### config.mk
export PLATFORM = sky130hd
export DESIGN_NAME = brs_blend
export DESIGN_NICKNAME = d
export VERILOG_FILES = /design/src/rtl/brs_pkg.sv /design/src/rtl/brs_blend.sv
export SDC_FILE = /design/constraint.sdc
export NUM_CORES = 2
export LEC_CHECK = 0
export BUFFER_PORTS_ARGS = -buffer_cell sky130_fd_sc_hd__buf_2
export CORE_AREA = 2 2 262 316
export CTS_CLUSTER_DIAMETER = 30
export DETAILED_ROUTE_END_ITERATION = 8
export DIE_AREA = 0 0 264 318
export PLACE_DENSITY = 0.56
export SKIP_CTS_REPAIR_TIMING = 1
export SLEW_MARGIN = 15
export SYNTH_ARGS = -nofsm -noshare
export SYNTH_HDL_FRONTEND = slang
export SYNTH_SLANG_ARGS = --single-unit
### constraint.sdc
create_clock -name clk -period 7.2 [get_ports clk]
set_input_delay 1.44 -clock clk [delete_from_list [all_inputs] [get_ports clk]]
set_output_delay 1.44 -clock clk [all_outputs]
set_load 0.05 [all_outputs]
### src/rtl/brs_pkg.sv
package brs_pkg;

  // Image store geometry
  localparam int MAX_SRC_W   = 128;
  localparam int MAX_SRC_H   = 128;
  localparam int STORE_DEPTH = MAX_SRC_W * MAX_SRC_H;
  localparam int ADDR_W      = $clog2(STORE_DEPTH);

  // Field and datapath widths
  localparam int SIZE_W   = 8;
  localparam int BASE_W   = 7;
  localparam int SCALE_W  = 23;
  localparam int COORD_W  = 8;
  localparam int PIX_W    = 8;
  localparam int WGT_W    = 12;
  localparam int FRAC_W   = 16;
  localparam int PROD_W   = COORD_W + 1 + SCALE_W;
  localparam int ROW_W    = 20;
  localparam int ACC_W    = 32;
  localparam int OUT_SHIFT = 22;
  localparam int POS_HALF  = 32768;
  localparam logic [WGT_W-1:0] WGT_ONE = 12'd2048;

  // Stream word layout
  localparam int S_DATA_W = 40;
  localparam int M_DATA_W = 8;

  // Result queue
  localparam int QUEUE_DEPTH = 16;
  localparam int QPTR_W      = $clog2(QUEUE_DEPTH);
  localparam int QCNT_W      = QPTR_W + 1;

  // Input item kinds
  localparam logic FUNC_LOAD  = 1'b0;
  localparam logic FUNC_QUERY = 1'b1;

  // Configuration register indexes
  localparam int CFG_IDX_W = 2;
  typedef enum logic [CFG_IDX_W-1:0] {
    REG_SRC_WIDTH  = 2'd0,
    REG_SRC_HEIGHT = 2'd1,
    REG_SCALE_X    = 2'd2,
    REG_SCALE_Y    = 2'd3
  } brs_reg_t;

  typedef struct packed {
    logic [SIZE_W-1:0]  src_width;
    logic [SIZE_W-1:0]  src_height;
    logic [SCALE_W-1:0] scale_x;
    logic [SCALE_W-1:0] scale_y;
  } brs_cfg_t;

  // One axis after clamping: base pixel and near-side weight
  typedef struct packed {
    logic [BASE_W-1:0] base;
    logic [WGT_W-1:0]  w0;
  } brs_axis_t;

  // Address stage word handed to the image store
  typedef struct packed {
    logic              valid;
    logic              is_load;
    logic [ADDR_W-1:0] addr_a;
    logic [ADDR_W-1:0] addr_b;
    logic [PIX_W-1:0]  pixel;
    logic [WGT_W-1:0]  wx0;
    logic [WGT_W-1:0]  wx1;
    logic [WGT_W-1:0]  wy0;
    logic [WGT_W-1:0]  wy1;
  } brs_s3_t;

  // Fetched neighbors with their weights, handed to the blend stages
  typedef struct packed {
    logic             valid;
    logic [PIX_W-1:0] p00;
    logic [PIX_W-1:0] p01;
    logic [PIX_W-1:0] p10;
    logic [PIX_W-1:0] p11;
    logic [WGT_W-1:0] wx0;
    logic [WGT_W-1:0] wx1;
    logic [WGT_W-1:0] wy0;
    logic [WGT_W-1:0] wy1;
  } brs_s4_t;

endpackage

### src/rtl/brs_blend.sv
module brs_blend import brs_pkg::*; (
  input  logic             clk,
  input  logic             rst,
  input  brs_s4_t          s4,
  output logic             res_valid,
  output logic [PIX_W-1:0] res_pixel
);

  // Horizontal pass: blend each row pair with the x weights.
  logic             v5;
  logic [ROW_W-1:0] row0;
  logic [ROW_W-1:0] row1;
  logic [WGT_W-1:0] wy0;
  logic [WGT_W-1:0] wy1;

  always_ff @(posedge clk) begin
    if (rst) begin
      v5 <= 1'b0;
    end else begin
      v5 <= s4.valid;
    end
    row0 <= ROW_W'(s4.p00) * ROW_W'(s4.wx0) + ROW_W'(s4.p01) * ROW_W'(s4.wx1);
    row1 <= ROW_W'(s4.p10) * ROW_W'(s4.wx0) + ROW_W'(s4.p11) * ROW_W'(s4.wx1);
    wy0  <= s4.wy0;
    wy1  <= s4.wy1;
  end

  // Vertical pass: blend the two rows and drop the weight scaling.
  logic [ACC_W-1:0] acc;

  assign acc = ACC_W'(row0) * ACC_W'(wy0) + ACC_W'(row1) * ACC_W'(wy1);

  always_ff @(posedge clk) begin
    if (rst) begin
      res_valid <= 1'b0;
    end else begin
      res_valid <= v5;
    end
    res_pixel <= acc[OUT_SHIFT +: PIX_W];
  end

endmodule

==> run metrics <==
synth warn=0; worst slew pin tran=867 ps; critical path startpoint category=flop; top cell type by total area after synthesis=fa_1; multi-input logic area=23000 µm²; Hold Path End=res_valid$_SDFF_PP0_; DP Area=29800 µm²; slew margin rel.=0.421; final setup violating endpoints=0; register area=1480 µm²; most used cell, CP=fa_1; I/O Buffers=91; top cell type's share of synthesized area=0.508; CP Class=flop to flop; fill count=8471; vias in the first global route=22100; Die X=264 µm; core footprint=81200 µm²; f_max=0.146 GHz; R2R setup slack=360 ps; Nets=4132; Reg clk slew, reported paths=70 ps; Post-synth ARST share=0; number of synthesized flops with an enable pin=0; initial antenna violation count=0; critical path fanouts, max=20; Final Hold Fails=0; largest cells by area after synthesis=fa_1 51%, inv_1 11%, ha_1 10%, and2_1 8.9%, nand2_1 6.4%; Starting Density=0.347; # diodes=0; Final Cell Area=30100 µm²; area grow syn2layout=6.95%; H-Tree Depth=3; critical path capture point type=flop; largest net degree at the start of global routing=21; mapped cell area=28100 µm²; CTS tree=done; Rows=115; dpl hpwl=62.9 mm; Mapped Nets=4119; drt via density=4.66; CTS buffer count=9; detailed-route via count=19400; die area=84000 µm²; Clock Path Buffers=2; Hold Crit Depth=1; Arr. time, crit path=7130 ps; DRC Markers=0; global-route wire length before repair=120 mm; outcome=completed; Worst path max stage delay=890 ps; CTS root buffer=clkbuf_16; ys flop type=dfxtp_1; routed len/inst=17.6 µm; clk_lat worst skew=380 ps; die height=318 µm; Seq/Total Area, Yosys=0.0526; reg2reg start=wy1[6]$_DFF_P_; crit path buf inv count=3; Final ANT Viol Nets=0; slowest stage cell, crit path=dfxtp_1; setup TNS=0 ps; MaxCap Viol Count=0; Period minus WS final=6840 ps; clk sinks=74; Slew Viols, Final=0; Synth Register Bits=74; RSZ-0062 raised after global routing=no; r2r worst-path depth=19; cell family with the largest share of critical-path delay=adder cells; Setup Skew=12.6 ps; worst-path cell chain=nand2_1 -> fa_1 -> inv_1 -> fa_1 -> fa_1 -> fa_1 -> fa_1 -> fa_1 -> inv_1 -> fa_1 -> inv_1 -> ha_1 -> nand4_1 -> or3_1 -> nand4b_1 -> a31o_2 -> o211ai_1 -> a21oi_1 -> xnor2_1; Mean Syn Cell Area=9.11 µm²; total global-route track usage=0.186; Min-Delay Path Class=flop to flop; IO Count=92; gpl congestion=0.869; worst hold path startpoint=v5$_SDFF_PP0_; grt ovf=0; final WL=73.4 mm; share of layout cells above drive strength 1=0.0547; FF-to-FF End=res_pixel[6]$_DFF_P_; period utilization=0.950; CP required=7490 ps; drt pass-1 iters=5; Synth cell types=48; Cells after Synth=3089; Iter 0 DRT Violations=824
## state kept, by name (all words and copies together), names as in the netlist
name       cells
res_valid      1
res_pixel      8
wy1           12
v5             1
row1          20
wy0           12
row0          20
## metal layers
| layer | vias to the layer above | GRT usage | routed length [µm] |
|---|---|---|---|
| li1 | 8769 | - | - |
| met1 | 10100 | 0.210 | 27000 |
| met2 | 400 | 0.365 | 41800 |
| met3 | 95 | 0.0101 | 1980 |
| met4 | 0 | 0.0653 | 2530 |
| met5 | - | 0 | 0 |
## worst max-delay path by stage
| stage | start | endpoint | slack (ps) | cells past startpoint |
|---|---|---|---|---|
| floorplan | s4[42] | row1[19]$_DFF_P_ | 560 | 19 |
| global placement | s4[39] | row1[19]$_DFF_P_ | 260 | 19 |
| detailed placement | s4[39] | row1[19]$_DFF_P_ | 170 | 19 |
| CTS | wy1[6]$_DFF_P_ | res_pixel[6]$_DFF_P_ | 410 | 19 |
| global route | wy1[6]$_DFF_P_ | res_pixel[6]$_DFF_P_ | 110 | 19 |
| finish | wy1[6]$_DFF_P_ | res_pixel[6]$_DFF_P_ | 360 | 19 |
## per-stage QoR
stage               hold slack (ps)  instances  worst slack [ps]   util
global route                    466       4160               112  0.371
detailed placement              431       4144               174  0.367
finish                          439       4160               363  0.371
floorplan                       414       3089               562      -
global placement                422       4144               260  0.367
CTS                             446       4160               408  0.371
## cell type report
type	count	share of cell area
inverter	822	0.103
tap	1053	0.0438
clock buffer	10	0.00794
timing repair buffer	146	0.0289
clock inverter	6	0.00241
multi-input combinational	2049	0.765
sequential	74	0.0492
## cells in the final DEF (no fill, tap or decap), types with 3 or more instances in the layout
| cell type | n |
|---|---|
| a21oi_1 | 23 |
| o211ai_1 | 6 |
| inv_1 | 822 |
| a21o_1 | 9 |
| ha_1 | 233 |
| nand3_1 | 12 |
| a211o_1 | 3 |
| o21ai_1 | 5 |
| clkbuf_16 | 9 |
| or3_1 | 6 |
| o21ai_0 | 8 |
| dfxtp_1 | 74 |
| and3_1 | 6 |
| a211oi_1 | 3 |
| nand4_1 | 5 |
| a31oi_1 | 4 |
| o21a_1 | 3 |
| fa_1 | 714 |
| buf_4 | 55 |
| and2_1 | 401 |
| buf_2 | 91 |
| nand2b_1 | 4 |
| nor2b_1 | 4 |
| nor3_1 | 10 |
| xor2_1 | 9 |
| o21bai_1 | 5 |
| nand2_1 | 477 |
| nor2_1 | 27 |
| xnor2_1 | 47 |
## cells in the mapped netlist (2+ instances only)
cell type / instances
inv_1: 822
fa_1: 714
nand2_1: 477
and2_1: 401
ha_1: 233
clkbuf_1: 143
dfxtp_1: 74
xnor2_1: 47
nor2_1: 27
a21oi_1: 23
nand3_1: 12
nor3_1: 10
a21o_1: 9
xor2_1: 9
o21ai_0: 8
and3_1: 6
o211ai_1: 6
or3_1: 6
nand4_1: 5
o21ai_1: 5
o21bai_1: 5
a31oi_1: 4
nand2b_1: 4
nor2b_1: 4
a211o_1: 3
a211oi_1: 3
o21a_1: 3
a311oi_1: 2
a31o_2: 2
nand4b_1: 2
nor4_1: 2
or2_2: 2
## cells by family (layout without fill, tap and decap cells)
group           count (synthesis)  count (layout)  synth area share
buf+inv                       966             984             0.129
fa+ha+maj                     947             947             0.612
simple gates                  960             960             0.168
compound gates                 86              86            0.0217
flops                          74              74            0.0526
xor+xnor                       56              56            0.0174
Power is not shown: default switching activity piles up to over one toggle a cycle in this logic, so the estimate is an artifact.
