## src/rtl/brs_pkg.sv

```systemverilog
package brs_pkg;

  // Image store geometry
  localparam int MAX_SRC_W   = 128;
  localparam int MAX_SRC_H   = 128;
  localparam int STORE_DEPTH = MAX_SRC_W * MAX_SRC_H;
  localparam int ADDR_W      = $clog2(STORE_DEPTH);

  // Field and datapath widths
  localparam int SIZE_W   = 8;
  localparam int BASE_W   = 7;
  localparam int SCALE_W  = 23;
  localparam int COORD_W  = 8;
  localparam int PIX_W    = 8;
  localparam int WGT_W    = 12;
  localparam int FRAC_W   = 16;
  localparam int PROD_W   = COORD_W + 1 + SCALE_W;
  localparam int ROW_W    = 20;
  localparam int ACC_W    = 32;
  localparam int OUT_SHIFT = 22;
  localparam int POS_HALF  = 32768;
  localparam logic [WGT_W-1:0] WGT_ONE = 12'd2048;

  // Stream word layout
  localparam int S_DATA_W = 40;
  localparam int M_DATA_W = 8;

  // Result queue
  localparam int QUEUE_DEPTH = 16;
  localparam int QPTR_W      = $clog2(QUEUE_DEPTH);
  localparam int QCNT_W      = QPTR_W + 1;

  // Input item kinds
  localparam logic FUNC_LOAD  = 1'b0;
  localparam logic FUNC_QUERY = 1'b1;

  // Configuration register indexes
  localparam int CFG_IDX_W = 2;
  typedef enum logic [CFG_IDX_W-1:0] {
    REG_SRC_WIDTH  = 2'd0,
    REG_SRC_HEIGHT = 2'd1,
    REG_SCALE_X    = 2'd2,
    REG_SCALE_Y    = 2'd3
  } brs_reg_t;

  typedef struct packed {
    logic [SIZE_W-1:0]  src_width;
    logic [SIZE_W-1:0]  src_height;
    logic [SCALE_W-1:0] scale_x;
    logic [SCALE_W-1:0] scale_y;
  } brs_cfg_t;

  // One axis after clamping: base pixel and near-side weight
  typedef struct packed {
    logic [BASE_W-1:0] base;
    logic [WGT_W-1:0]  w0;
  } brs_axis_t;

  // Address stage word handed to the image store
  typedef struct packed {
    logic              valid;
    logic              is_load;
    logic [ADDR_W-1:0] addr_a;
    logic [ADDR_W-1:0] addr_b;
    logic [PIX_W-1:0]  pixel;
    logic [WGT_W-1:0]  wx0;
    logic [WGT_W-1:0]  wx1;
    logic [WGT_W-1:0]  wy0;
    logic [WGT_W-1:0]  wy1;
  } brs_s3_t;

  // Fetched neighbors with their weights, handed to the blend stages
  typedef struct packed {
    logic             valid;
    logic [PIX_W-1:0] p00;
    logic [PIX_W-1:0] p01;
    logic [PIX_W-1:0] p10;
    logic [PIX_W-1:0] p11;
    logic [WGT_W-1:0] wx0;
    logic [WGT_W-1:0] wx1;
    logic [WGT_W-1:0] wy0;
    logic [WGT_W-1:0] wy1;
  } brs_s4_t;

endpackage

```

## src/rtl/brs_axis_calc.sv

```systemverilog
module brs_axis_calc import brs_pkg::*; (
  input  logic               clk,
  input  logic               rst,
  input  logic               in_valid,
  input  logic               in_func,
  input  logic [ADDR_W-1:0]  in_index,
  input  logic [PIX_W-1:0]   in_pixel,
  input  logic [COORD_W-1:0] in_x,
  input  logic [COORD_W-1:0] in_y,
  input  brs_cfg_t           cfg,
  output brs_s3_t            s3
);

  // Limit a configured size to the range the store can hold.
  function automatic logic [SIZE_W-1:0] clamp_size(input logic [SIZE_W-1:0] v,
                                                   input logic [SIZE_W-1:0] hi);
    logic [SIZE_W-1:0] r;
    if (v < SIZE_W'(2)) r = SIZE_W'(2);
    else if (v > hi)    r = hi;
    else                r = v;
    return r;
  endfunction

  // Turn (2d+1)*scale into base pixel and weight, clamping at both edges.
  function automatic brs_axis_t resolve_axis(input logic [PROD_W-1:0] prod,
                                             input logic [SIZE_W-1:0] size);
    logic [PROD_W-2:0]        half;
    logic [PROD_W-2:0]        pos;
    logic [PROD_W-2-FRAC_W:0] fl;
    logic [FRAC_W-1:0]        frac;
    logic [FRAC_W:0]          inv;
    brs_axis_t                r;
    half = prod[PROD_W-1:1];
    pos  = half - (PROD_W-1)'(POS_HALF);
    fl   = pos[PROD_W-2:FRAC_W];
    if (half < (PROD_W-1)'(POS_HALF)) begin
      r.base = '0;
      frac   = '0;
    end else if (fl >= (PROD_W-1-FRAC_W)'(size - SIZE_W'(1))) begin
      r.base = BASE_W'(size - SIZE_W'(2));
      frac   = '0;
    end else begin
      r.base = fl[BASE_W-1:0];
      frac   = pos[FRAC_W-1:0];
    end
    inv  = {1'b1, {FRAC_W{1'b0}}} - {1'b0, frac};
    r.w0 = inv[FRAC_W:FRAC_W-WGT_W+1];
    return r;
  endfunction

  logic [SIZE_W-1:0] size_w;
  logic [SIZE_W-1:0] size_h;

  assign size_w = clamp_size(cfg.src_width, SIZE_W'(MAX_SRC_W));
  assign size_h = clamp_size(cfg.src_height, SIZE_W'(MAX_SRC_H));

  // Stage 1: position products on both axes.
  logic               v1;
  logic               ld1;
  logic [ADDR_W-1:0]  idx1;
  logic [PIX_W-1:0]   pix1;
  logic [PROD_W-1:0]  prodx1;
  logic [PROD_W-1:0]  prody1;

  always_ff @(posedge clk) begin
    if (rst) begin
      v1 <= 1'b0;
    end else begin
      v1 <= in_valid;
    end
    ld1    <= (in_func == FUNC_LOAD);
    idx1   <= in_index;
    pix1   <= in_pixel;
    prodx1 <= PROD_W'({in_x, 1'b1}) * PROD_W'(cfg.scale_x);
    prody1 <= PROD_W'({in_y, 1'b1}) * PROD_W'(cfg.scale_y);
  end

  // Stage 2: clamp and weights.
  logic              v2;
  logic              ld2;
  logic [ADDR_W-1:0] idx2;
  logic [PIX_W-1:0]  pix2;
  brs_axis_t         ax2;
  brs_axis_t         ay2;

  always_ff @(posedge clk) begin
    if (rst) begin
      v2 <= 1'b0;
    end else begin
      v2 <= v1;
    end
    ld2  <= ld1;
    idx2 <= idx1;
    pix2 <= pix1;
    ax2  <= resolve_axis(prodx1, size_w);
    ay2  <= resolve_axis(prody1, size_h);
  end

  // Stage 3: raster addresses of the upper and lower neighbor pairs.
  logic [BASE_W+SIZE_W-1:0] row_a;
  logic [ADDR_W-1:0]        addr_a_next;
  logic [ADDR_W-1:0]        addr_b_next;

  always_comb begin
    row_a       = (BASE_W+SIZE_W)'(ay2.base) * (BASE_W+SIZE_W)'(size_w);
    addr_a_next = ADDR_W'(row_a + (BASE_W+SIZE_W)'(ax2.base));
    addr_b_next = ADDR_W'(row_a + (BASE_W+SIZE_W)'(size_w) + (BASE_W+SIZE_W)'(ax2.base));
    if (ld2) begin
      addr_a_next = idx2;
    end
  end

  always_ff @(posedge clk) begin
    if (rst) begin
      s3.valid <= 1'b0;
    end else begin
      s3.valid <= v2;
    end
    s3.is_load <= ld2;
    s3.addr_a  <= addr_a_next;
    s3.addr_b  <= addr_b_next;
    s3.pixel   <= pix2;
    s3.wx0     <= ax2.w0;
    s3.wx1     <= WGT_ONE - ax2.w0;
    s3.wy0     <= ay2.w0;
    s3.wy1     <= WGT_ONE - ay2.w0;
  end

endmodule

```

## config.mk

```make
export PLATFORM = sky130hd
export DESIGN_NAME = brs_axis_calc
export DESIGN_NICKNAME = d
export VERILOG_FILES = /design/src/rtl/brs_pkg.sv /design/src/rtl/brs_axis_calc.sv
export SDC_FILE = /design/constraint.sdc
export NUM_CORES = 1
export LEC_CHECK = 0
export BUFFER_PORTS_ARGS = -buffer_cell sky130_fd_sc_hd__buf_4
export CORE_MARGIN = 2
export CORE_UTILIZATION = 45
export CTS_CLUSTER_SIZE = 10
export DETAILED_ROUTE_END_ITERATION = 16
export PLACE_DENSITY = 0.62
export REMOVE_ABC_BUFFERS = 1
export SLEW_MARGIN = 20
export SYNTH_ARGS = -nofsm -noshare
export SYNTH_HDL_FRONTEND = slang
export SYNTH_SLANG_ARGS = --single-unit
export TNS_END_PERCENT = 5
```

## constraint.sdc

```tcl
create_clock -name clk -period 11.4 [get_ports clk]
set_clock_uncertainty 0.05 [all_clocks]
set_input_delay 0.57 -clock clk [delete_from_list [all_inputs] [get_ports clk]]
set_output_delay 0.57 -clock clk [all_outputs]
set_load 0.02 [all_outputs]
```

==> results.toml <==
[global_route]
grt_max_degree = 28
grt_first_pass_wirelength_um = 85450
grt_pass1_vias = 17900
antenna_found_initial = 6
grt_overflow = 0
grt_usage = 0.1944

[sta]
max_freq_ghz = 0.1494
rsz0062_at_grt = "false"
period_needed_ns = 6.696
setup_viol = 0
hold_viol = 0
maxSlewHeadroom = 0.4403
slew_violations = 0
whs_ns = 0.09643
fin_setup_tns_ns = 0
worstMarginPinSlew_ns = 0.8326
final.period_utilization = 0.5873

[worst_setup_path]
crit_path_end_kind = "register"
required_ns = 11.74
startpoint_type = "input pin"
cp.depth = 23
crit_type = "in -> reg"
max_stage_delay_ns = 0.54
path_delay_family = "adder cells"
worst-path-max-fanout = 11
path_buf_inv = 4
critical_path.cell_chain = "buf_4, or2_2, nor4_1, nor2_1, nor2_1, nand2_1, fa_1, fa_1, inv_1, fa_1, inv_1, fa_1, inv_1, ha_1, and2_4, a221o_1, nor2_1, xnor2_1, ha_1, ha_1, a31oi_1, nor3_1, xnor2_1"
worstPathArrival_ns = 7.03
ff2ff_path_depth = 18
slowest_stage = "fa_1"
crit_path_frequent_cell = "fa_1"

[run]
drv_cap = 0

[routing]
vias = 16450
met2_length_um = 24200
top_layer = "met5"
wl_met3_um = 2244
firstDrtPassIters = 5
drt_iter0_markers = 629
drc = 0
ant_nets = 0
post_drt_wl_per_cell_um = 15.05
viasPerCell = 5.043
wirelength_um = 49090
m1WireLength_um = 22050

[cts]
clkTransAtPathRegs_ns = 0.05
cts_buffer_depth = 3
cts.sinks = 232
cts-root-buf = "clkbuf_16"
cts_made_buffers = 28
cts_tree = "done"
cts_hold_repair.buffers = 0
post_cts_resized = 0
clk_latency_ns = 0.53
post_cts_buffers = 0
htree_levels = 1

[final_layout]
syn2layout_area_growth_pct = 12.07
fillCellCount = 4693
drive_gt1_frac = 0.09973
layout.nets = 3210
postLayoutCellArea_sq_mm = 0.02531
final_common_cell = "inv_1"
final_cell_mix = "388 x inv_1, 333 x fa_1, 318 x nand2_1, 232 x dfxtp_1, 195 x buf_4"

[yosys]
syn_avg_cell_area_sq_um = 9.210
syn_inst = 2452
seq_area_frac_synth = 0.2057
synth-async-reset-ratio = 0
synth.distinct_cells = 80
syn_area_sq_mm = 0.02258
synth_compound_area_frac = 0.08289
synth_ff_type = "dfxtp_1"
synthAdderAreaFrac = 0.4010
synth_top_family_by_area = "adder cells"
ys_ff_latch = 232
synthSimpleGateAreaFrac = 0.1713
muxShareOfSynthArea = 0.006372
synth_xor_area_frac = 0.05158
yosysWarnings = 0
synth_edf_count = 0

[die]
pin_count = 190
core.rowCount = 82
fp.dieW_um = 228.0
placeableCoreArea_sq_mm = 0.04986
fp.dieH_um = 228.0
die_area_sq_mm = 0.05199
initial_core_util = 0.4529

[placed_design]
place.gp.congestion = 0.8529
placed_area_sq_mm = 0.02451
buffer_ports.inserted = 189
dp_hpwl_um = 39790

[min_path]
worst_hold_path_type = "in -> reg"
min_path_cells = 1

[power]
peakVddDrop_v = 0.0002149
power_density_mw_per_mm2 = 295.3
power_leakage_nw = 12.38

[outcome]
status = "finished, final reports clean"
## power breakdown
group          switching [mW]  total [mW]  internal [mW]  leakage (nW)
combinational            2.97        5.31           2.34          10.0
clock                   0.304       0.779          0.475         0.388
sequential              0.208        1.39           1.18          1.95
## synthesized netlist by cell type (all sizes together), types with 19 or more instances
library cell / n / share of area
nand2: 319 / 0.053
nor2: 94 / 0.016
fa: 333 / 0.30
o21ai: 77 / 0.017
nand3: 21 / 0.0047
a21o: 27 / 0.0090
and2: 195 / 0.054
o21a: 19 / 0.0063
clkbuf: 90 / 0.015
xnor2: 78 / 0.030
a21oi: 74 / 0.017
nor3: 39 / 0.0091
dfxtp: 232 / 0.21
inv: 388 / 0.064
xor2: 55 / 0.021
ha: 191 / 0.11
## routing by layer
layer	GRT usage	up-vias
li1	-	7961
met1	0.2489	8119
met4	0.03452	8
met5	0	-
met2	0.3518	308
met3	0.02813	49
## state kept, by name, indices dropped and copies added (netlist names)
name and cells:
s3 84, prodx1 31, prody1 31, ax2 19, ay2 19, idx1 14
idx2 14, pix1 8, pix2 8, ld1 1, ld2 1, v1 1
v2 1
## worst reg2reg max path: cells and delay by family, from the launching register on
kind	cells	cell delay, ns
adders and majority gates	7	3.14
AOI/OAI and AO/OA	2	0.75
buffers and inverters	3	0.15
DFF	1	0.49
xor gates and xnor gates	2	0.46
and+or+nand+nor	4	0.68
## stage by stage
stage | instances | power (mW) | setup WS [ns] | util
5_1_grt | 3259 | 8.345 | 4.309 | 0.5075
3_5_place_dp | 3224 | 6.711 | 4.165 | 0.4916
3_3_place_gp | 3224 | 6.592 | 4.220 | 0.4916
2_1_floorplan | 2357 | 5.429 | 4.859 | -
6_report | 3261 | 7.473 | 4.704 | 0.5076
4_1_cts | 3259 | 7.543 | 4.702 | 0.5075
## kinds of logic (layout without fill, tap and decap cells)
kind of cell	count (synthesis)	count (layout)
AND/OR/NAND/NOR	780	780
adder cells (fa/ha/maj)	524	524
buffers and inverters	484	619
AO/OA/AOI/OAI	285	285
flip-flops	232	232
XOR/XNOR	133	133
multiplexers	14	14
other	0	2
## worst paths after layout
check	from	slack [ns]	endpoint
max reg2reg	ay2[18]$_SDFF_PN0_	5.55	s3[69]$_DFF_P_
max	cfg[58]	4.70	s3[69]$_DFF_P_
min reg2reg	pix2[7]$_DFF_P_	0.27	s3[55]$_DFF_P_
min	in_index[2]	0.1	idx1[2]$_DFF_P_
## area by class of cell
| cell class | count | area, sq um | share of cell area |
|---|---|---|---|
| Antenna cell | 2 | 5.005 | 0.0001977 |
| Clock buffer | 31 | 743.2 | 0.02937 |
| Clock inverter | 4 | 47.55 | 0.001879 |
| Inverter | 389 | 1460 | 0.05769 |
| Timing Repair Buffer | 195 | 1464 | 0.05784 |
| Sequential cell | 232 | 4644 | 0.1835 |
| Multi-Input combinational cell | 1736 | 16100 | 0.6363 |
| Tap cell | 672 | 840.8 | 0.03322 |
No activity file was read; power rests on OpenSTA's default activity.
