===== config.mk =====
export PLATFORM = sky130hd
export DESIGN_NAME = brs_out_queue
export DESIGN_NICKNAME = d
export VERILOG_FILES = /design/src/rtl/brs_pkg.sv /design/src/rtl/brs_out_queue.sv
export SDC_FILE = /design/constraint.sdc
export NUM_CORES = 1
export LEC_CHECK = 0
export BUFFER_PORTS_ARGS = -buffer_cell sky130_fd_sc_hd__buf_2
export CORE_MARGIN = 2
export CORE_UTILIZATION = 25
export DETAILED_ROUTE_END_ITERATION = 8
export PLACE_DENSITY = 0.46
export SETUP_SLACK_MARGIN = 0.4
export SYNTH_ARGS = -nofsm -noshare
export SYNTH_HDL_FRONTEND = slang
export SYNTH_SLANG_ARGS = --single-unit

===== constraint.sdc =====
create_clock -name clk -period 4.3 [get_ports clk]
set_input_delay 0.215 -clock clk [delete_from_list [all_inputs] [get_ports clk]]
set_output_delay 0.215 -clock clk [all_outputs]
set_load 0.01 [all_outputs]

===== src/rtl/brs_pkg.sv =====
package brs_pkg;

  // Image store geometry
  localparam int MAX_SRC_W   = 128;
  localparam int MAX_SRC_H   = 128;
  localparam int STORE_DEPTH = MAX_SRC_W * MAX_SRC_H;
  localparam int ADDR_W      = $clog2(STORE_DEPTH);

  // Field and datapath widths
  localparam int SIZE_W   = 8;
  localparam int BASE_W   = 7;
  localparam int SCALE_W  = 23;
  localparam int COORD_W  = 8;
  localparam int PIX_W    = 8;
  localparam int WGT_W    = 12;
  localparam int FRAC_W   = 16;
  localparam int PROD_W   = COORD_W + 1 + SCALE_W;
  localparam int ROW_W    = 20;
  localparam int ACC_W    = 32;
  localparam int OUT_SHIFT = 22;
  localparam int POS_HALF  = 32768;
  localparam logic [WGT_W-1:0] WGT_ONE = 12'd2048;

  // Stream word layout
  localparam int S_DATA_W = 40;
  localparam int M_DATA_W = 8;

  // Result queue
  localparam int QUEUE_DEPTH = 16;
  localparam int QPTR_W      = $clog2(QUEUE_DEPTH);
  localparam int QCNT_W      = QPTR_W + 1;

  // Input item kinds
  localparam logic FUNC_LOAD  = 1'b0;
  localparam logic FUNC_QUERY = 1'b1;

  // Configuration register indexes
  localparam int CFG_IDX_W = 2;
  typedef enum logic [CFG_IDX_W-1:0] {
    REG_SRC_WIDTH  = 2'd0,
    REG_SRC_HEIGHT = 2'd1,
    REG_SCALE_X    = 2'd2,
    REG_SCALE_Y    = 2'd3
  } brs_reg_t;

  typedef struct packed {
    logic [SIZE_W-1:0]  src_width;
    logic [SIZE_W-1:0]  src_height;
    logic [SCALE_W-1:0] scale_x;
    logic [SCALE_W-1:0] scale_y;
  } brs_cfg_t;

  // One axis after clamping: base pixel and near-side weight
  typedef struct packed {
    logic [BASE_W-1:0] base;
    logic [WGT_W-1:0]  w0;
  } brs_axis_t;

  // Address stage word handed to the image store
  typedef struct packed {
    logic              valid;
    logic              is_load;
    logic [ADDR_W-1:0] addr_a;
    logic [ADDR_W-1:0] addr_b;
    logic [PIX_W-1:0]  pixel;
    logic [WGT_W-1:0]  wx0;
    logic [WGT_W-1:0]  wx1;
    logic [WGT_W-1:0]  wy0;
    logic [WGT_W-1:0]  wy1;
  } brs_s3_t;

  // Fetched neighbors with their weights, handed to the blend stages
  typedef struct packed {
    logic             valid;
    logic [PIX_W-1:0] p00;
    logic [PIX_W-1:0] p01;
    logic [PIX_W-1:0] p10;
    logic [PIX_W-1:0] p11;
    logic [WGT_W-1:0] wx0;
    logic [WGT_W-1:0] wx1;
    logic [WGT_W-1:0] wy0;
    logic [WGT_W-1:0] wy1;
  } brs_s4_t;

endpackage


===== src/rtl/brs_out_queue.sv =====
module brs_out_queue import brs_pkg::*; (
  input  logic             clk,
  input  logic             rst,
  input  logic             take,
  input  logic             push,
  input  logic [PIX_W-1:0] push_data,
  output logic             in_ready,
  output logic             out_valid,
  output logic [PIX_W-1:0] out_data,
  input  logic             out_ready
);

  logic [PIX_W-1:0]  qmem [QUEUE_DEPTH];
  logic [QPTR_W-1:0] wr_ptr;
  logic [QPTR_W-1:0] rd_ptr;
  logic [QCNT_W-1:0] fill;
  logic [QCNT_W-1:0] credit;
  logic              pop;

  // Every query in flight holds a slot, so the queue cannot overflow.
  assign in_ready  = (credit != QCNT_W'(QUEUE_DEPTH));
  assign out_valid = (fill != '0);
  assign out_data  = qmem[rd_ptr];
  assign pop       = out_valid && out_ready;

  always_ff @(posedge clk) begin
    if (push) begin
      qmem[wr_ptr] <= push_data;
    end
  end

  always_ff @(posedge clk) begin
    if (rst) begin
      wr_ptr <= '0;
      rd_ptr <= '0;
      fill   <= '0;
      credit <= '0;
    end else begin
      if (push) wr_ptr <= wr_ptr + QPTR_W'(1);
      if (pop)  rd_ptr <= rd_ptr + QPTR_W'(1);
      fill   <= fill + QCNT_W'(push) - QCNT_W'(pop);
      credit <= credit + QCNT_W'(take) - QCNT_W'(pop);
    end
  end

  a_credit_bound: assert property (@(posedge clk) disable iff (rst)
    credit <= QCNT_W'(QUEUE_DEPTH))
    else $error("result credit count above queue depth");

  a_fill_covered: assert property (@(posedge clk) disable iff (rst)
    fill <= credit)
    else $error("queued words exceed outstanding queries");

  a_push_room: assert property (@(posedge clk) disable iff (rst)
    (push && !pop) |-> (fill != QCNT_W'(QUEUE_DEPTH)))
    else $error("result written into a full queue");

  a_credit_step: assert property (@(posedge clk) disable iff (rst)
    (!take && pop) |=> (credit == $past(credit) - QCNT_W'(1)))
    else $error("credit not returned on a delivered word");

endmodule


==> flow_metrics.tcl, run 1 <==
set metrics [dict create \
    layout.nets 399 \
    avgSynthCellArea_um2 18.1 \
    yosysMostFrequentCell "edfxtp_1" \
    synth_flop_cell "edfxtp_1" \
    status "completed" \
    synthTopCellsByArea "edfxtp_1 63%, dfxtp_1 7.2%, mux4_2 6.6%" \
    cts_buffer_depth 2 \
    drv_cap 0 \
    grt_pass1_vias 3130 \
    core-area_um2 24200 \
    clock_latency_ns 0.42 \
    port_buffers 22 \
    post-route-period-util 0.699 \
    m1WireLength_mm 5.64 \
    dieHeight_um 160 \
    grt_max_degree 26 \
    setup_tns_ns 0 \
    yosysWarnings 0 \
    hold_class "in -> reg" \
    cts_hold_buf 0 \
    drt_wl_total_mm 12.2 \
    worst-path-max-fanout 25 \
    rows 57 \
    utilization 0.295 \
    cts_sinks 150 \
    yosysTopAreaCellShare 0.629 \
    synth_common_cells "128 x edfxtp_1, 22 x dfxtp_1, 19 x inv_1" \
    yosys.cell_types.count 33 \
    cts.root.buffer_cell "clkbuf_16" \
    p_leak_nw 2.41 \
    placed_cells 672 \
    async_flop_share 0 \
    firstDrtPassIters 4 \
    worst_slew_pin_slew_ns 1.26 \
    drive_gt1_frac 0.192 \
    post_cts_buffers 0 \
    arrival_ns 2.79 \
    drc_errors 0 \
    drt-vias-per-instance 4.22 \
    fin_cells 704 \
    hold_viol 0 \
    vdd_drop_max_uv 230 \
    area_growth_pct 16.7 \
    hold_ws_ns 0.138 \
    wl_met2_mm 5.62 \
    initial_core_util 0.253 \
    syn_area_um2 6110 \
    required_ns 4.09 \
    grt_overflow 0 \
    place_congestion 0.719 \
    die_area_um2 25700 \
    track_usage 0.100 \
    synth_top_cell_by_area "edfxtp_1" \
    diodes 0 \
    clk_pin_slew_ns 0.06 \
    finalMaxSlewViolations 0 \
    worstSetupStartpointType "flip-flop" \
    first_iter_violations 213 \
    io_pins 23 \
    vias 2970 \
    critPathKind "reg -> out" \
    fillers 2375 \
    synth_edf_count 128 \
    htree_levels 4 \
    synth_fp_nets 369 \
    antenna_found_initial 0 \
    ys_seq_area_frac 0.701 \
    cts_tree "done" \
    numCtsBuffers 17 \
    maxSlewHeadroom 0.162 \
    highest_layer "met4" \
    met3WireLength_um 755 \
    finalSetupViolations 0 \
    drtAntennaViolNets 0 \
    ys_seq_elements 150 \
    cellPowerDensity_nw_per_um2 557 \
    synthCells 337 \
    fin_crit_ns 3.01 \
    wl_per_cell_um 17.3 \
    max_freq_ghz 0.333 \
    dp_hpwl_mm 7.60 \
    rsz0062_at_grt "no" \
    finClkSkew_ns 0.00981 \
    cp-end-kind "output port" \
    die_w_um 160 \
    ctsResizeCount 0 \
    grt_pass1_wl_mm 18.6 \
]
## per-stage QoR
stage               setup slack, ns  power, mW  cell area (µm²)
finish                         1.29       3.98             7130
global route                   1.12       4.18             7130
CTS                            1.23       4.03             7130
detailed placement             1.46       2.56             6550
global placement               1.58       2.54             6550
floorplan                      1.66       2.36             6110
## per-layer routing
layer,vias up,GRT usage
met5,-,0
met4,0,0.0307
met3,11,0.0310
met2,75,0.159
met1,1510,0.132
li1,1374,-
## sequential cells by signal (all words and copies together) (netlist names), named ones only
register,flops
rd_ptr,4
wr_ptr,4
fill,5
qmem,128
credit,5
## power by group
group	total [mW]	switching, mW	internal, mW
sequential	1.77	0.116	1.65
clock	1.46	0.593	0.866
combinational	0.750	0.349	0.401
total	3.98	1.06	2.92
## worst paths after layout
check	start	endpoint	slack, ns	cells after the start
worst max-delay path	flip-flop	out_data[1]	1.29	5
worst min-delay path	take	credit[0]	0.14	3
worst max register to register	fill[3]	fill[4]	1.47	14
worst min register to register	rd_ptr[1]	rd_ptr[1]	0.52	2
## cell type report
type                            count  area [µm²]  share of cell area
Clock buffer                       20         437              0.0612
Tap cell                          324         405              0.0568
Timing Repair Buffer               25         133              0.0186
Clock inverter                     12         145              0.0204
Sequential cell                   150        4290               0.601
Multi-Input combinational cell    154        1660               0.232
Inverter                           19        71.3              0.0100
## critical path: stages, from the launching register on
cell     delay [ns]
dfxtp_2        0.95
buf_4          0.35
mux4_1         0.56
a22oi_1        0.26
nand2_1        0.09
buf_2          0.15
## placed cells by master (no fill, tap or decap), types with 3 or more instances in the layout
master,instances
edfxtp_1,128
buf_2,22
dfxtp_1,21
inv_1,19
mux4_2,18
and2_1,17
ha_1,17
clkbuf_16,17
a22oi_1,16
mux4_1,14
nor2_1,14
nand2_1,12
nor2b_1,7
xor2_1,7
a21oi_1,5
nand3_1,5
clkinv_4,4
nor3b_1,3
xnor2_1,3
inv_6,3
clkbuf_1,3
buf_4,3
## cell families after synthesis
| group | count (synthesis) | synth area share |
|---|---|---|
| multiplexers | 33 | 0.128 |
| AO/OA/AOI/OAI | 25 | 0.0287 |
| AND/OR/NAND/NOR | 67 | 0.0583 |
| flip-flops | 150 | 0.701 |
| adder cells (fa/ha/maj) | 19 | 0.0413 |
| buffers and inverters | 33 | 0.0284 |
| XOR/XNOR | 10 | 0.0143 |
(Power assumes the default switching activity.)
==> run 2: changes to the inputs <==
Settings changed: PLACE_DENSITY 0.46 to 0.47.
Clock period 4.3 ns to 2.49 ns, I/O delays scaled along.
==> flow_metrics.tcl, run 2 (synthesized netlist as in run 1, its figures left out) <==
set metrics [dict create \
    initial_core_util 0.253 \
    worst_slew_pin_slew_ns 0.582 \
    port_buffers 22 \
    largest_register_ffs 128 \
    cellPowerDensity_nw_per_um2 992 \
    layout.nets 417 \
    rows 57 \
    cts_sinks 150 \
    drtAntennaViolNets 0 \
    p_seq_frac 0.395 \
    r2r_cells 14 \
    vias 3067 \
    grt_pass1_vias 3321 \
    worstHoldPathCells 3 \
    firstDrtPassIters 4 \
    cp-end-kind "flip-flop" \
    grt_overflow 0 \
    seqCellArea_um2 4290 \
    track_usage 0.105 \
    cts_tree "done" \
    power_frac_clock 0.327 \
    switchingPower_mw 2.15 \
    vdd_drop_max_uv 515 \
    core-area_um2 24200 \
    grt_pass1_wl_mm 19.7 \
    multi_input_area_um2 1790 \
    p_leak_nw 2.50 \
    p_comb_frac 0.278 \
    arrival_ns 2.75 \
    antenna_found_initial 0 \
    drt-vias-per-instance 4.25 \
    drt_wl_total_mm 12.7 \
    post-route-period-util 0.984 \
    place_congestion 0.701 \
    die_area_um2 25700 \
    worst-path-max-fanout 2 \
    status "completed" \
    fin_crit_ns 2.45 \
    htree_levels 4 \
    die_w_um 160 \
    critPathKind "reg -> reg" \
    clk_pin_slew_ns 0.06 \
    cts.root.buffer_cell "clkbuf_16" \
    hold_ws_ns 0.0424 \
    setup_tns_ns 0 \
    grt_max_degree 33 \
    first_iter_violations 144 \
    cts_buffer_depth 2 \
    finalSetupViolations 0 \
    drive_gt1_frac 0.362 \
    dieHeight_um 160 \
    final_cell_mix "128 x edfxtp_1, 30 x mux4_2, 21 x buf_2" \
    hold_viol 0 \
    drv_cap 0 \
    largest_registers "qmem x128, credit x5, fill x5" \
    utilization 0.311 \
    drc_errors 0 \
    required_ns 2.79 \
    numCtsBuffers 17 \
    hold_class "in -> reg" \
    top_register "qmem" \
    finClkSkew_ns 0.00993 \
    finalMaxSlewViolations 0 \
    switching_share 0.288 \
    fillers 2367 \
    clock_latency_ns 0.43 \
    rsz0062_at_grt "yes" \
    max_freq_ghz 0.408 \
    p_int_mw 5.32 \
    worstSetupStartpointType "flip-flop" \
    maxSlewHeadroom 0.611 \
    io_pins 23 \
    wl_per_cell_um 17.6 \
    final_common_cell "edfxtp_1" \
    diodes 0 \
    dp_hpwl_mm 7.72 \
    area_growth_pct 23.2 \
]
run 2: cell count changes in the layout (fill, tap and decap cells not counted), moves of 8 or more:
cell,before,now
mux4_1,14,2
a22oi_2,0,11
mux4_2,18,30
inv_1,19,11
a22oi_1,16,5
run 2: path summary, 6_finish.rpt:
check / start / end / slack, ns
max: fill[3] / fill[4] / 0.04
min: out_ready / rd_ptr[1] / 0.04
max reg2reg: fill[3] / fill[4] / 0.04
min reg2reg: rd_ptr[1] / rd_ptr[1] / 0.50
run 2: layout make-up:
class | count | area share
clock buffer | 18 | 0.0570
sequential | 150 | 0.570
multi-input combinational | 154 | 0.237
clock inverter | 14 | 0.0186
timing repair buffer | 43 | 0.0535
inverter | 19 | 0.0101
tap | 324 | 0.0538
run 2: layer usage:
layer	up-vias	GRT usage	routed length, µm
met2	54	0.166	6050
met1	1597	0.138	5970
met5	-	0	0
met4	0	0.0369	128
li1	1406	-	-
met3	10	0.0302	526
run 2: repair_timing:
action                                  CTS  global route
gates resized for setup                  26            18
cloned                                    3             0
endpoints found under the setup margin   16            16
hold buffers                              0             0
buffers inserted                          7             4
pin swaps                                20            20
run 2: per-stage QoR:
step                      area, µm²  worst slack, ns  instances  power (mW)
after floorplan                6200          -0.0154        337        4.21
after global placement         6680          -0.0132        676        4.60
after detailed placement       6680          -0.0899        676        4.63
after CTS                      7450           0.0131        718        7.43
after global routing           7530          -0.0812        722        7.88
final                          7530           0.0398        722        7.47
run 2: critical path, stage by stage, from the launching register on:
cell and delay, ns:
dfxtp_2 0.32, inv_2 0.08, ha_4 0.12, or4b_4 0.47, nand2_4 0.09, inv_4 0.04
ha_4 0.21, inv_4 0.05, ha_4 0.13, inv_2 0.03, fa_2 0.33, nor2b_2 0.13
o21bai_1 0.10, a21oi_2 0.16, nor3b_2 0.06
run 2: power by group through the flow:
stage	clock (mW)	sequential, mW	combinational, mW
floorplan	0	2.96	1.25
global placement	0	2.97	1.62
detailed placement	0	2.98	1.65
CTS	2.50	2.95	1.98
global route	2.62	2.96	2.30
finish	2.45	2.95	2.07
==> run 3: changes to the inputs <==
Settings changed: CORE_MARGIN 2 to not set.
==> flow_metrics.tcl, run 3 (synthesized netlist as in run 1, its figures left out) <==
set metrics [dict create \
    status "finished, violations left" \
    violations "negative setup slack" \
    cp-end-kind "flip-flop" \
    p_leak_nw 2.50 \
    drt-vias-per-instance 4.31 \
    finalSetupViolations 1 \
    grt_overflow 0 \
    hold_viol 0 \
    first_iter_violations 220 \
    arrival_ns 2.84 \
    grt_busiest_layer "met2" \
    drv_cap 0 \
    numCtsBuffers 17 \
    cts_tree "done" \
    finClkSkew_ns 0.00919 \
    cts_hold_buf 0 \
    die_w_um 158 \
    io_pins 23 \
    firstDrtPassIters 4 \
    htree_levels 4 \
    critPathKind "reg -> reg" \
    largest_register_ffs 128 \
    final_cell_mix "128 x edfxtp_1, 31 x mux4_2, 19 x dfxtp_1" \
    hold_class "in -> reg" \
    drtAntennaViolNets 0 \
    maxSlewHeadroom 0.363 \
    grt_max_degree 33 \
    antenna_found_initial 0 \
    die_area_um2 25100 \
    drive_gt1_frac 0.379 \
    core-area_um2 23800 \
    required_ns 2.84 \
    grtUsageMet1 0.145 \
    met2_usage 0.175 \
    vias 3079 \
    rows 56 \
    utilization 0.317 \
    worstSetupStartpointType "flip-flop" \
    fin_area_um2 7530 \
    wl_per_cell_um 17.6 \
    area_growth_pct 23.2 \
    dieHeight_um 158 \
    cts_sinks 150 \
    dp_slack_ns -0.122 \
    use_met3 0.0289 \
    final_common_cell "edfxtp_1" \
    rsz0062_at_grt "yes" \
    max_freq_ghz 0.401 \
    hold_ws_ns 0.0468 \
    placedInstanceArea_um2 6670 \
    port_buffers 22 \
    grt_pass1_wl_mm 19.6 \
    fin_crit_ns 2.50 \
    worst_slew_pin_slew_ns 0.952 \
    drc_errors 0 \
    post-route-period-util 1.00 \
    vdd_drop_max_uv 439 \
    clk_pin_slew_ns 0.06 \
    worst-path-max-fanout 2 \
    diodes 0 \
    clock_latency_ns 0.43 \
    cts_buffer_depth 2 \
    initial_core_util 0.257 \
    layout_setup_ws_ns -0.00626 \
    cellPowerDensity_nw_per_um2 1000 \
    finalMaxSlewViolations 0 \
    top_register "qmem" \
    place_congestion 0.701 \
    grt_pass1_vias 3278 \
    dp_hpwl_mm 7.60 \
    track_usage 0.110 \
    drt_wl_total_mm 12.6 \
    cts.root.buffer_cell "clkbuf_16" \
    largest_registers "qmem x128, credit x5, fill x5" \
    layout.nets 415 \
]
[run 3: path summary, 6_finish.rpt]
kind             start        end  slack, ns  depth (start not counted)
max            fill[3]    fill[4]     -0.006                         14
min          out_ready  flip-flop       0.05                          3
max reg2reg    fill[3]    fill[4]     -0.006                         14
min reg2reg  rd_ptr[1]  flip-flop       0.50                          2
[run 3: report_power, final]
| part | internal [mW] | leakage (nW) | total [mW] | switching [mW] |
|---|---|---|---|---|
| Clock | 1.30 | 0.272 | 2.37 | 1.07 |
| Sequential | 2.86 | 1.34 | 2.94 | 0.0860 |
| Combinational | 1.23 | 0.893 | 2.22 | 0.993 |
[run 3: cell type report]
| class | instances | area [µm²] |
|---|---|---|
| fill | 2325 | 16200 |
| multi-input combinational | 154 | 1840 |
| clock buffer | 17 | 425 |
| sequential | 150 | 4290 |
| clock inverter | 15 | 119 |
| timing repair buffer | 41 | 387 |
| inverter | 19 | 76.3 |
| tap | 319 | 399 |
[run 3: repair_timing]
action                     4_1_cts  5_1_grt
gates resized for setup         47       10
setup endpoints to repair       16       16
pin swaps                       27       11
buffers inserted                 9        1
gates cloned                     3        0
[run 3: worst max-delay path, stage by stage, from the launching register on]
cell and delay [ns]:
dfxtp_2 0.33, inv_2 0.08, ha_4 0.11, or4b_4 0.47
nand2_4 0.10, inv_4 0.04, ha_4 0.20, inv_2 0.06
ha_4 0.13, inv_2 0.03, fa_2 0.36, nor2b_4 0.16
o21bai_4 0.07, nand3_1 0.09, nor3b_2 0.18
[run 3: metal layers]
layer	up-vias	routed length, µm
li1	1391	-
met1	1612	6080
met3	21	422
met2	55	5950
met4	0	161
met5	-	0
[run 3: through the flow]
stage / total power, mW / TNS, ns / cells
detailed placement: 4.61 / -0.224 / 670
global placement: 4.56 / -0.00727 / 670
floorplan: 4.21 / -0.0308 / 337
CTS: 7.47 / -0.0168 / 714
global route: 7.91 / -0.202 / 715
finish: 7.53 / -0.00626 / 715
